===== src/rtl/sm64br_pkg.sv =====
// Shared widths, request codes and mixing constants for the bounded SplitMix64 generator.
package sm64br_pkg;

	localparam int WORD_W = 64;
	localparam int ARG_W  = 32;
	localparam int HALF_W = 32;

	localparam logic [1:0] FUNC_RAW     = 2'd0;
	localparam logic [1:0] FUNC_BOUNDED = 2'd1;
	localparam logic [1:0] FUNC_PERCENT = 2'd2;
	localparam logic [1:0] FUNC_UNIT    = 2'd3;

	localparam logic [WORD_W-1:0] GOLDEN_STEP = 64'h9E37_79B9_7F4A_7C15;
	localparam logic [WORD_W-1:0] MIX_MUL_A   = 64'hBF58_476D_1CE4_E5B9;
	localparam logic [WORD_W-1:0] MIX_MUL_B   = 64'h94D0_49BB_1331_11EB;

	localparam logic [ARG_W-1:0] PERCENT_SCALE = 32'd100;
	localparam int               FRAC_SHIFT    = 11;

endpackage


===== src/rtl/sm64br_mul.sv =====
// Iterative 64x64 multiplier keeping the low 64 bits, one 32x32 product per cycle.
module sm64br_mul (
	input  logic                         clk,
	input  logic                         arst_n,
	input  logic                         start,
	input  logic [sm64br_pkg::WORD_W-1:0] a,
	input  logic [sm64br_pkg::WORD_W-1:0] b,
	output logic                         done,
	output logic [sm64br_pkg::WORD_W-1:0] product
);
	import sm64br_pkg::*;

	logic                busy_q;
	logic                done_q;
	logic [1:0]          step_q;
	logic [WORD_W-1:0]   a_q;
	logic [WORD_W-1:0]   b_q;
	logic [WORD_W-1:0]   acc_q;
	logic [HALF_W-1:0]   op_x;
	logic [HALF_W-1:0]   op_y;
	logic [WORD_W-1:0]   prod;

	always_comb begin
		case (step_q)
			2'd0: begin
				op_x = a_q[HALF_W-1:0];
				op_y = b_q[HALF_W-1:0];
			end
			2'd1: begin
				op_x = a_q[HALF_W-1:0];
				op_y = b_q[WORD_W-1:HALF_W];
			end
			default: begin
				op_x = a_q[WORD_W-1:HALF_W];
				op_y = b_q[HALF_W-1:0];
			end
		endcase
		prod = {{HALF_W{1'b0}}, op_x} * {{HALF_W{1'b0}}, op_y};
	end

	always_ff @(posedge clk or negedge arst_n) begin
		if (!arst_n) begin
			busy_q <= 1'b0;
			done_q <= 1'b0;
			step_q <= 2'd0;
		end else begin
			done_q <= 1'b0;
			if (start) begin
				busy_q <= 1'b1;
				step_q <= 2'd0;
			end else if (busy_q) begin
				if (step_q == 2'd2) begin
					busy_q <= 1'b0;
					done_q <= 1'b1;
					step_q <= 2'd0;
				end else begin
					step_q <= step_q + 2'd1;
				end
			end
		end
	end

	always_ff @(posedge clk) begin
		if (start) begin
			a_q <= a;
			b_q <= b;
		end else if (busy_q) begin
			if (step_q == 2'd0) begin
				acc_q <= prod;
			end else begin
				acc_q <= acc_q + {prod[HALF_W-1:0], {HALF_W{1'b0}}};
			end
		end
	end

	assign done    = done_q;
	assign product = acc_q;

endmodule


===== src/rtl/sm64br_mod.sv =====
// Restoring 64-by-32 remainder unit, one dividend bit per cycle.
module sm64br_mod (
	input  logic                         clk,
	input  logic                         arst_n,
	input  logic                         start,
	input  logic [sm64br_pkg::WORD_W-1:0] dividend,
	input  logic [sm64br_pkg::ARG_W-1:0]  divisor,
	output logic                         done,
	output logic [sm64br_pkg::ARG_W-1:0]  remainder
);
	import sm64br_pkg::*;

	localparam int CNT_W = $clog2(WORD_W);

	logic              busy_q;
	logic              done_q;
	logic [CNT_W-1:0]  cnt_q;
	logic [WORD_W-1:0] dvd_q;
	logic [ARG_W-1:0]  dsr_q;
	logic [ARG_W-1:0]  rem_q;
	logic [ARG_W:0]    trial;
	logic [ARG_W:0]    diff;

	always_comb begin
		trial = {rem_q, dvd_q[WORD_W-1]};
		diff  = trial - {1'b0, dsr_q};
	end

	always_ff @(posedge clk or negedge arst_n) begin
		if (!arst_n) begin
			busy_q <= 1'b0;
			done_q <= 1'b0;
			cnt_q  <= '0;
		end else begin
			done_q <= 1'b0;
			if (start) begin
				busy_q <= 1'b1;
				cnt_q  <= '0;
			end else if (busy_q) begin
				cnt_q <= cnt_q + 1'b1;
				if (cnt_q == CNT_W'(WORD_W - 1)) begin
					busy_q <= 1'b0;
					done_q <= 1'b1;
				end
			end
		end
	end

	always_ff @(posedge clk) begin
		if (start) begin
			dvd_q <= dividend;
			dsr_q <= divisor;
			rem_q <= '0;
		end else if (busy_q) begin
			dvd_q <= {dvd_q[WORD_W-2:0], 1'b0};
			if (trial >= {1'b0, dsr_q}) begin
				rem_q <= diff[ARG_W-1:0];
			end else begin
				rem_q <= trial[ARG_W-1:0];
			end
		end
	end

	assign done      = done_q;
	assign remainder = rem_q;

endmodule


===== src/rtl/splitmix64_bounded_random.sv =====
// Top level of the bounded SplitMix64 generator: sequencer, state and output word.
// Usage:
//   cfg_valid/cfg_ready write seed, which reloads the generator state. The port
//   is ready only while the sequencer is idle and wins over a request that
//   arrives in the same cycle.
//   in_valid/in_ready take one request word (func, argument). in_ready is high
//   only while the sequencer is idle; one request is worked at a time.
//   out_valid/out_ready deliver one value word per request.
// Steps from accept to out_valid:
//   zero bound, zero percent or full percent: output load only, state untouched.
//   raw and unit: advance, two multiplies of three passes each through one
//   shared 32x32 multiplier, xor-shifts, output load.
//   bounded and percent: as raw, plus the bit-serial 64-by-32 remainder unit.
// A new request is taken the cycle after the result is loaded into the output
// register, even if that word is still waiting. If the receiver stalls while a
// word is held and the next result is done, the sequencer holds until the
// held word is taken.
// Reset clears the generator state to zero and empties the output register.
module splitmix64_bounded_random (
	input  logic                         clk,
	input  logic                         arst_n,
	input  logic                         cfg_valid,
	output logic                         cfg_ready,
	input  logic [sm64br_pkg::WORD_W-1:0] seed,
	input  logic                         in_valid,
	output logic                         in_ready,
	input  logic [1:0]                   func,
	input  logic [sm64br_pkg::ARG_W-1:0]  argument,
	output logic                         out_valid,
	input  logic                         out_ready,
	output logic [sm64br_pkg::WORD_W-1:0] value
);
	import sm64br_pkg::*;

	typedef enum logic [8:0] {
		ST_IDLE = 9'b000000001,
		ST_ADV  = 9'b000000010,
		ST_XS1  = 9'b000000100,
		ST_MULA = 9'b000001000,
		ST_XS2  = 9'b000010000,
		ST_MULB = 9'b000100000,
		ST_XS3  = 9'b001000000,
		ST_MOD  = 9'b010000000,
		ST_FIN  = 9'b100000000
	} seq_state_t;

	seq_state_t        state_q;
	logic [WORD_W-1:0] gen_q;
	logic [WORD_W-1:0] z_q;
	logic [WORD_W-1:0] res_q;
	logic [1:0]        func_q;
	logic [ARG_W-1:0]  arg_q;
	logic              out_valid_q;
	logic [WORD_W-1:0] value_q;

	logic              mul_start;
	logic [WORD_W-1:0] mul_a;
	logic [WORD_W-1:0] mul_b;
	logic              mul_done;
	logic [WORD_W-1:0] mul_p;
	logic              mod_start;
	logic [ARG_W-1:0]  mod_divisor;
	logic              mod_done;
	logic [ARG_W-1:0]  mod_rem;
	logic [WORD_W-1:0] z_final;
	logic              in_fire;
	logic              cfg_fire;
	logic              out_load;

	assign cfg_ready = (state_q == ST_IDLE);
	assign in_ready  = (state_q == ST_IDLE) && !cfg_valid;
	assign cfg_fire  = cfg_valid && cfg_ready;
	assign in_fire   = in_valid && in_ready;
	assign out_load  = (state_q == ST_FIN) && (!out_valid_q || out_ready);

	assign z_final     = z_q ^ (z_q >> 31);
	assign mul_start   = (state_q == ST_XS1) || (state_q == ST_XS2);
	assign mul_a       = (state_q == ST_XS1) ? (z_q ^ (z_q >> 30)) : (z_q ^ (z_q >> 27));
	assign mul_b       = (state_q == ST_XS1) ? MIX_MUL_A : MIX_MUL_B;
	assign mod_start   = (state_q == ST_XS3) &&
		((func_q == FUNC_BOUNDED) || (func_q == FUNC_PERCENT));
	assign mod_divisor = (func_q == FUNC_BOUNDED) ? arg_q : PERCENT_SCALE;

	sm64br_mul u_mul (
		.clk     (clk),
		.arst_n  (arst_n),
		.start   (mul_start),
		.a       (mul_a),
		.b       (mul_b),
		.done    (mul_done),
		.product (mul_p)
	);

	sm64br_mod u_mod (
		.clk       (clk),
		.arst_n    (arst_n),
		.start     (mod_start),
		.dividend  (z_final),
		.divisor   (mod_divisor),
		.done      (mod_done),
		.remainder (mod_rem)
	);

	always_ff @(posedge clk or negedge arst_n) begin
		if (!arst_n) begin
			state_q     <= ST_IDLE;
			gen_q       <= '0;
			out_valid_q <= 1'b0;
		end else begin
			if (out_load) begin
				out_valid_q <= 1'b1;
			end else if (out_ready) begin
				out_valid_q <= 1'b0;
			end
			case (state_q)
				ST_IDLE: begin
					if (cfg_fire) begin
						gen_q <= seed;
					end else if (in_fire) begin
						if ((func == FUNC_BOUNDED || func == FUNC_PERCENT) &&
								argument == '0) begin
							state_q <= ST_FIN;
						end else if (func == FUNC_PERCENT && argument >= PERCENT_SCALE) begin
							state_q <= ST_FIN;
						end else begin
							state_q <= ST_ADV;
						end
					end
				end
				ST_ADV: begin
					gen_q   <= gen_q + GOLDEN_STEP;
					state_q <= ST_XS1;
				end
				ST_XS1: state_q <= ST_MULA;
				ST_MULA: begin
					if (mul_done) begin
						state_q <= ST_XS2;
					end
				end
				ST_XS2: state_q <= ST_MULB;
				ST_MULB: begin
					if (mul_done) begin
						state_q <= ST_XS3;
					end
				end
				ST_XS3: begin
					if (mod_start) begin
						state_q <= ST_MOD;
					end else begin
						state_q <= ST_FIN;
					end
				end
				ST_MOD: begin
					if (mod_done) begin
						state_q <= ST_FIN;
					end
				end
				ST_FIN: begin
					if (out_load) begin
						state_q <= ST_IDLE;
					end
				end
				default: state_q <= ST_IDLE;
			endcase
		end
	end

	always_ff @(posedge clk) begin
		if (in_fire) begin
			func_q <= func;
			arg_q  <= argument;
			if (func == FUNC_PERCENT && argument >= PERCENT_SCALE) begin
				res_q <= WORD_W'(1);
			end else begin
				res_q <= '0;
			end
		end
		if (state_q == ST_ADV) begin
			z_q <= gen_q + GOLDEN_STEP;
		end
		if ((state_q == ST_MULA || state_q == ST_MULB) && mul_done) begin
			z_q <= mul_p;
		end
		if (state_q == ST_XS3) begin
			if (func_q == FUNC_UNIT) begin
				res_q <= z_final >> FRAC_SHIFT;
			end else begin
				res_q <= z_final;
			end
		end
		if (state_q == ST_MOD && mod_done) begin
			if (func_q == FUNC_BOUNDED) begin
				res_q <= {{(WORD_W-ARG_W){1'b0}}, mod_rem};
			end else begin
				res_q <= WORD_W'(mod_rem < arg_q);
			end
		end
		if (out_load) begin
			value_q <= res_q;
		end
	end

	assign out_valid = out_valid_q;
	assign value     = value_q;

	assert property (@(posedge clk) disable iff (!arst_n)
		mul_done |-> (state_q == ST_MULA || state_q == ST_MULB))
		else $error("multiplier finished outside a multiply step");

	assert property (@(posedge clk) disable iff (!arst_n)
		mod_done |-> (state_q == ST_MOD))
		else $error("remainder unit finished outside the modulo step");

	assert property (@(posedge clk) disable iff (!arst_n)
		out_load |=> (out_valid && state_q == ST_IDLE))
		else $error("result word not presented after load");

	assert property (@(posedge clk) disable iff (!arst_n)
		(state_q != ST_IDLE) |=> $stable(gen_q) || $past(state_q == ST_ADV))
		else $error("generator state moved outside the advance step");

endmodule


===== config.mk =====
export PLATFORM = sky130hd
export DESIGN_NAME = splitmix64_bounded_random
export DESIGN_NICKNAME = d
export VERILOG_FILES = /design/src/rtl/sm64br_pkg.sv /design/src/rtl/sm64br_mul.sv /design/src/rtl/sm64br_mod.sv /design/src/rtl/splitmix64_bounded_random.sv
export SDC_FILE = /design/constraint.sdc
export NUM_CORES = 2
export LEC_CHECK = 0
export BUFFER_PORTS_ARGS = -buffer_cell sky130_fd_sc_hd__buf_2
export CORE_ASPECT_RATIO = 0.7
export CORE_MARGIN = 1
export CORE_UTILIZATION = 55
export DETAILED_ROUTE_END_ITERATION = 12
export HOLD_SLACK_MARGIN = 0.12
export PLACE_DENSITY = 0.79
export RECOVER_POWER = 25
export SYNTH_ARGS = -nofsm -noshare
export SYNTH_HDL_FRONTEND = slang
export SYNTH_SLANG_ARGS = --single-unit

===== constraint.sdc =====
create_clock -name clk -period 13.86 [get_ports clk]
set_input_delay 2.079 -clock clk [delete_from_list [all_inputs] [get_ports clk]]
set_output_delay 2.079 -clock clk [all_outputs]
set_load 0.005 [all_outputs]

# [After elaboration in Yosys (flattened, before gate mapping)]
# Cells that the tools add are included.
[word_totals] register_bits=632 latchBits=0 ramBits=0 mem_bits_ro=0 in_bits=103 elab_cells=132 mem_count=0
[op_classes] n_addsub=5 multipliers=1 n_div=0 n_lt_le_gt_ge=3 eq_ne=24 shifts=0 mux=47 bitwise_logic=4 reduce_logical=28
[op_table] operator="$mux 64" count=11
[op_table] operator="$mux 32" count=4
[op_table] operator="$pmux 64 s2" count=1
[op_table] operator="$mux 9" count=9
[op_table] operator="$pmux 9 s9" count=1
[op_table] operator="$add 64x64->64" count=1
[op_table] operator="$add 64x64->64 const B" count=1
[op_table] operator="$mul 32x32->64" count=1
[op_table] operator="$xor 64x33->64" count=1
[op_table] operator="$xor 64x34->64" count=1
[op_table] operator="$xor 64x37->64" count=1
[op_table] operator="$mux 62" count=1
[op_table] operator="$ge 33x32->1" count=1
[op_table] operator="$ge 32x7->1 const B" count=1
[op_table] operator="$logic_not 32->1" count=1
[op_table] operator="$lt 32x32->1" count=1
[op_table] operator="$sub 32x32->32" count=1
[op_table] operator="$mux 1" count=15
[op_table] operator="$mux 6" count=2
[op_table] operator="$ne 2x1->1 const B" count=5
[op_table] operator="$reduce_bool 2->1" count=5
[op_table] operator="$eq 9x1->1 const B" count=1
[op_table] operator="$eq 9x2->1 const B" count=1
[op_table] operator="$eq 9x3->1 const B" count=1
[op_table] operator="22 further kinds" count=44

# [Logic depth before layout (Yosys ltp)]
[logic_depth] depth_word=7 depth_mapped=42 mapped_depth_nobuf=38

# [Modules after synthesis]
# A second synthesis with hierarchy kept.
[hier_totals] hier_cells=6652 area_unflattened_um2=65026.1
[modules_own_cells] mod="sm64br_mul" n_inst=1 cells_per_inst=4286 area_each_um2=40791.6
[modules_own_cells] mod="splitmix64_bounded_random" n_inst=1 cells_per_inst=1689 area_each_um2=16793.6
[modules_own_cells] mod="sm64br_mod" n_inst=1 cells_per_inst=677 area_each_um2=7440.9

# [Worst setup path before layout]
# Ideal clock, no wire load.
[synth_timing] kind="register to register" start="register u_mul.step_q[1]" end="register u_mul.acc_q[63] (netlist: u_mul.product[63]) (data pin)" setup_ns=0.149 t_arrival_ns=9.822 required_time_ns=13.711 path_slack_ns=3.890 stages_incl_launch_ff=40 path_buffers=4 synth_period_minus_slack_ns=9.970 cell_sequence="dfrtp_1 -> clkbuf_1 -> buf_1 -> inv_1 -> nand2_1 -> clkbuf_1 -> o21ai_0 -> or2_2 -> fa_1 -> inv_1 -> fa_1 -> inv_1 -> fa_1 -> inv_1 -> fa_1 -> ha_1 -> ha_1 -> inv_1 -> [... 4 more ...] -> a211o_1 -> o21ai_0 -> inv_1 -> a21o_1 -> a21oi_1 -> xnor2_1 -> ha_1 -> clkbuf_1 -> and3_1 -> and3_1 -> a221oi_1 -> a21bo_2 -> o21ai_1 -> nor4_1 -> or4_1 -> a21oi_1 -> xnor3_1 -> mux2i_1"
[synth_via] elab_chain_len=6
[synth_lines] item="start: declaration" line="sm64br_mul.sv:15" rtl="logic [1:0] step_q;"
[synth_lines] item="start signal: assignment" line="sm64br_mul.sv:57" rtl="step_q <= step_q + 2'd1;"
[synth_lines] item="$eq 2x1->1 or $logic_not 2->1 (tied branches)" line="sm64br_mul.sv:24, sm64br_mul.sv:68"
[synth_lines] item="$reduce_or 2->1 (no source line)"
[synth_lines] item="$mux 32" line="sm64br_mul.sv:24" rtl="case (step_q)"
[synth_lines] item="$mul 32x32->64" line="sm64br_mul.sv:38" rtl="prod = {{HALF_W{1'b0}}, op_x} * {{HALF_W{1'b0}}, op_y};"
[synth_lines] item="$add 64x64->64" line="sm64br_mul.sv:71" rtl="acc_q <= acc_q + {prod[HALF_W-1:0], {HALF_W{1'b0}}};"
[synth_lines] item="$mux 64 *" line="sm64br_mul.sv:68" rtl="if (step_q == 2'd0) begin"
[synth_lines] item="end signal: assignment" line="sm64br_mul.sv:69" rtl="acc_q <= prod;"
[synth_lines] item="end signal: assignment" line="sm64br_mul.sv:71"
[synth_lines] item="end: declaration" line="sm64br_mul.sv:18" rtl="logic [WORD_W-1:0] acc_q;"
# Every way passes the cells marked *; elsewhere a longest branch is shown, timed or not.
# A chain may end at the register's enable or synchronous reset.

# [Worst setup path after layout]
# Same ends and word-level chain as after synthesis.

==> key figures <==
Outcome
  • Status: finished, violations left
  • Violated checks: max-capacitance violations, max-slew violations

Clocking
  • H-tree depth: 2
  • Post-CTS repair timing setup buffer count: 0
  • Clock buffer count from CTS: between 40 and 50
  • Reg clk slew, reported paths: 70 ps
  • Max Root-Sink Buffers: 3
  • CTS tree: yes
  • Hold-fix buffers at CTS: 0
  • Clk_lat worst skew: 610 ps
  • Clk sinks: 570
  • Post_cts resized: 0
  • Root Buffer: clkbuf_16

Placed design
  • Placer congestion estimate: 1.09
  • DP Wirelength: 165 mm
  • DP Cell Count: about 7200
  • PortBufs: around 170

Routing
  • Drt total wl: 197 mm
  • DR WL met2: 75.6 mm
  • Highest metal used: met5
  • Router iterations before antenna repair: 8
  • Routed wl met3: about 32 mm
  • Metal-1 WL: 83.8 mm
  • Vias per inst: 6.01
  • WL/cell: between 20 and 30 um
  • ANT nets after route: 0
  • Iteration-0 DRC Markers: 6423
  • # DRC: 0
  • Vias: 43800

GRT
  • Grt total ovfl: 0
  • Initial antenna violation count: 2
  • Gr usage total: 37.5%
  • First-pass GRT wire length: 290 mm
  • Number of global-route vias before repair: between 40000 and 50000
  • Largest net degree at the start of global routing: 79

STA
  • Max Freq: between 0.08 and 0.09 GHz
  • Final Hold Vio Count: 0
  • Clk_skew: 23.3 ps
  • Tcrit/Tclk final: 84.0%
  • Slew Limit Fails: 238
  • Final Critical Period: 11640 ps
  • Slew @ Worst Pin: 4020 ps
  • Unrepaired setup endpoints after global routing: no
  • Setup TNS: 0 ps
  • Finish-stage setup viols: 0
  • Hold slack: 419 ps
  • Rel. slew slack: -168%

Synth
  • Predominant post-synthesis flop cell: edfxtp_1
  • Async S/R FF share, synth: 15.1%
  • Netlist cell types: 84
  • Syn nets: ~7100
  • Synth Register Bits: 570
  • Number of enable flip-flop cells after synthesis: 452
  • Cells after Synth: 5755
  • Avg Inst Size Synth: roughly 10 um2
  • Synth warn: 0
  • Sequential share of the synthesized area: ~28%
  • Netlist Area Pre-Place: 58100 um2

Cells and area
  • Number of nets in the layout: about 7200
  • Area grow syn2layout: 6.59%
  • Finished Layout Cells: 7290
  • Layout cells sized above 1: 5.43%

Die
  • # rows: 99
  • Die Ht: 274 um
  • Core Area: 104000 um2
  • Number of I/O pins: 170
  • Die Footprint: roughly 110000 um2
  • Initial cell density of the core: 55.7%
  • Chip width: 391 um

Critical path
  • Critical Path Fanout Max: 32
  • Slowest cell delay on critical path: a little over 900 ps
  • Worst endpoint required time: 14320 ps
  • Crit path launch type: flop
  • Nature of the critical path endpoint: flop
  • CP max-delay cell: nor2b_4
  • Crit-path most repeated cell: fa_1
  • Crit path DAT: approximately 12000 ps
  • CP bufs+invs: 3
  • Delay-heaviest family, CP: adder cells
  • Worst Setup Path Type: reg -> reg

Run
  • Max-capacitance violation count: 5

Hold path
  • HP Class: reg -> reg
Yosys cell counts, drive strengths merged (27+ instances only):
library cell,number,area share [%]
nand2,531,3.4
nor3,34,0.29
o22ai,27,0.29
xor2,71,1.1
xnor2,180,2.7
nand3,63,0.54
and2,107,1.2
clkbuf,178,1.1
ha,431,9.3
edfxtp,452,23
o21ai,286,2.5
and3,36,0.40
nand4,28,0.30
nor2,454,2.9
dfrtp,85,3.7
fa,825,28
dfxtp,32,1.1
inv,1060,6.8
mux2i,105,1.8
a21oi,286,2.5
nand2b,27,0.29
a21o,84,1.1
flip-flops by register name, summed over array words and instances (netlist names), 6 cells and up:
register	flops
gen_q	64
res_q	64
u_mod.dvd_q	64
u_mul.a_q	64
u_mul.product	64
value	64
z_q	64
arg_q	32
u_mod.dsr_q	32
u_mod.remainder	32
state_q	9
u_mod.cnt_q	6
worst paths after layout:
check                                         end  cells after the start  slack [ps]            start
worst max-delay path            u_mul.product[63]                     33        2220  u_mul.step_q[1]
worst min-delay path                    value[32]                      0         420        res_q[32]
worst max register to register  u_mul.product[63]                     33        2220  u_mul.step_q[1]
worst min register to register          value[32]                      0         420        res_q[32]
max in group asynchronous          u_mod.cnt_q[4]                      2        7710           arst_n
min in group asynchronous               gen_q[47]                      1        1700           arst_n
final cells by class:
class                           count  area, um2
Clock buffer                       61       1270
Fill cell                        8840      42500
Multi-Input combinational cell   3924      37100
Tap cell                         1414       1770
Sequential cell                   570      16400
Clock inverter                     27        292
Inverter                         1062       3990
Antenna cell                        4       10.0
Timing Repair Buffer              228       1200
metal layers:
metal | up-vias | GRT usage (%)
met5 | - | 3.46
met4 | 10 | 6.90
met2 | 2890 | 48.8
met3 | 297 | 15.5
met1 | 21800 | 57.6
li1 | 18800 | -
worst register-to-register path, delay by kind of cell, from the launching register on:
family / cells / cell delay (ps)
xor gates and xnor gates: 2 / 670
and+or+nand+nor: 9 / 3180
muxes: 1 / 120
DFF: 1 / 680
adders and majority gates: 10 / 4560
buffers and inverters: 3 / 170
AOI/OAI and AO/OA: 8 / 2110
cell families after synthesis:
| group | share of synthesized area, % |
|---|---|
| DFF | 28.2 |
| muxes | 2.10 |
| xor gates and xnor gates | 3.82 |
| buffers and inverters | 8.16 |
| and+or+nand+nor | 10.7 |
| AOI/OAI and AO/OA | 9.41 |
| adders and majority gates | 37.7 |
| other | 0.00645 |
placed cells by master (no fill, tap or decap), types with 34 or more instances in the layout:
| master | instances |
|---|---|
| buf_2 | 143 |
| nand3_1 | 62 |
| and3_1 | 34 |
| xor2_1 | 71 |
| o21ai_0 | 279 |
| nand2_1 | 527 |
| inv_1 | 1058 |
| mux2i_1 | 105 |
| buf_4 | 44 |
| xnor2_1 | 180 |
| dfrtp_1 | 85 |
| nor2_1 | 451 |
| a21oi_1 | 285 |
| nor3_1 | 34 |
| and2_1 | 91 |
| clkbuf_16 | 49 |
| edfxtp_1 | 452 |
| a21o_1 | 83 |
| fa_1 | 825 |
| clkbuf_1 | 53 |
| ha_1 | 430 |
through the flow:
| stage | worst slack (ps) | util (%) | instance area, um2 |
|---|---|---|---|
| global placement | 2800 | 57.9 | 60500 |
| global route | 1860 | 59.3 | 62000 |
| finish | 2220 | 59.3 | 62000 |
| CTS | 2740 | 59.4 | 62100 |
| floorplan | 3890 | - | 58100 |
| detailed placement | 2810 | 57.9 | 60500 |
Power is left out: the tool's default activity adds up to more than one toggle a clock period on the data nets, which glitch-free logic cannot reach.
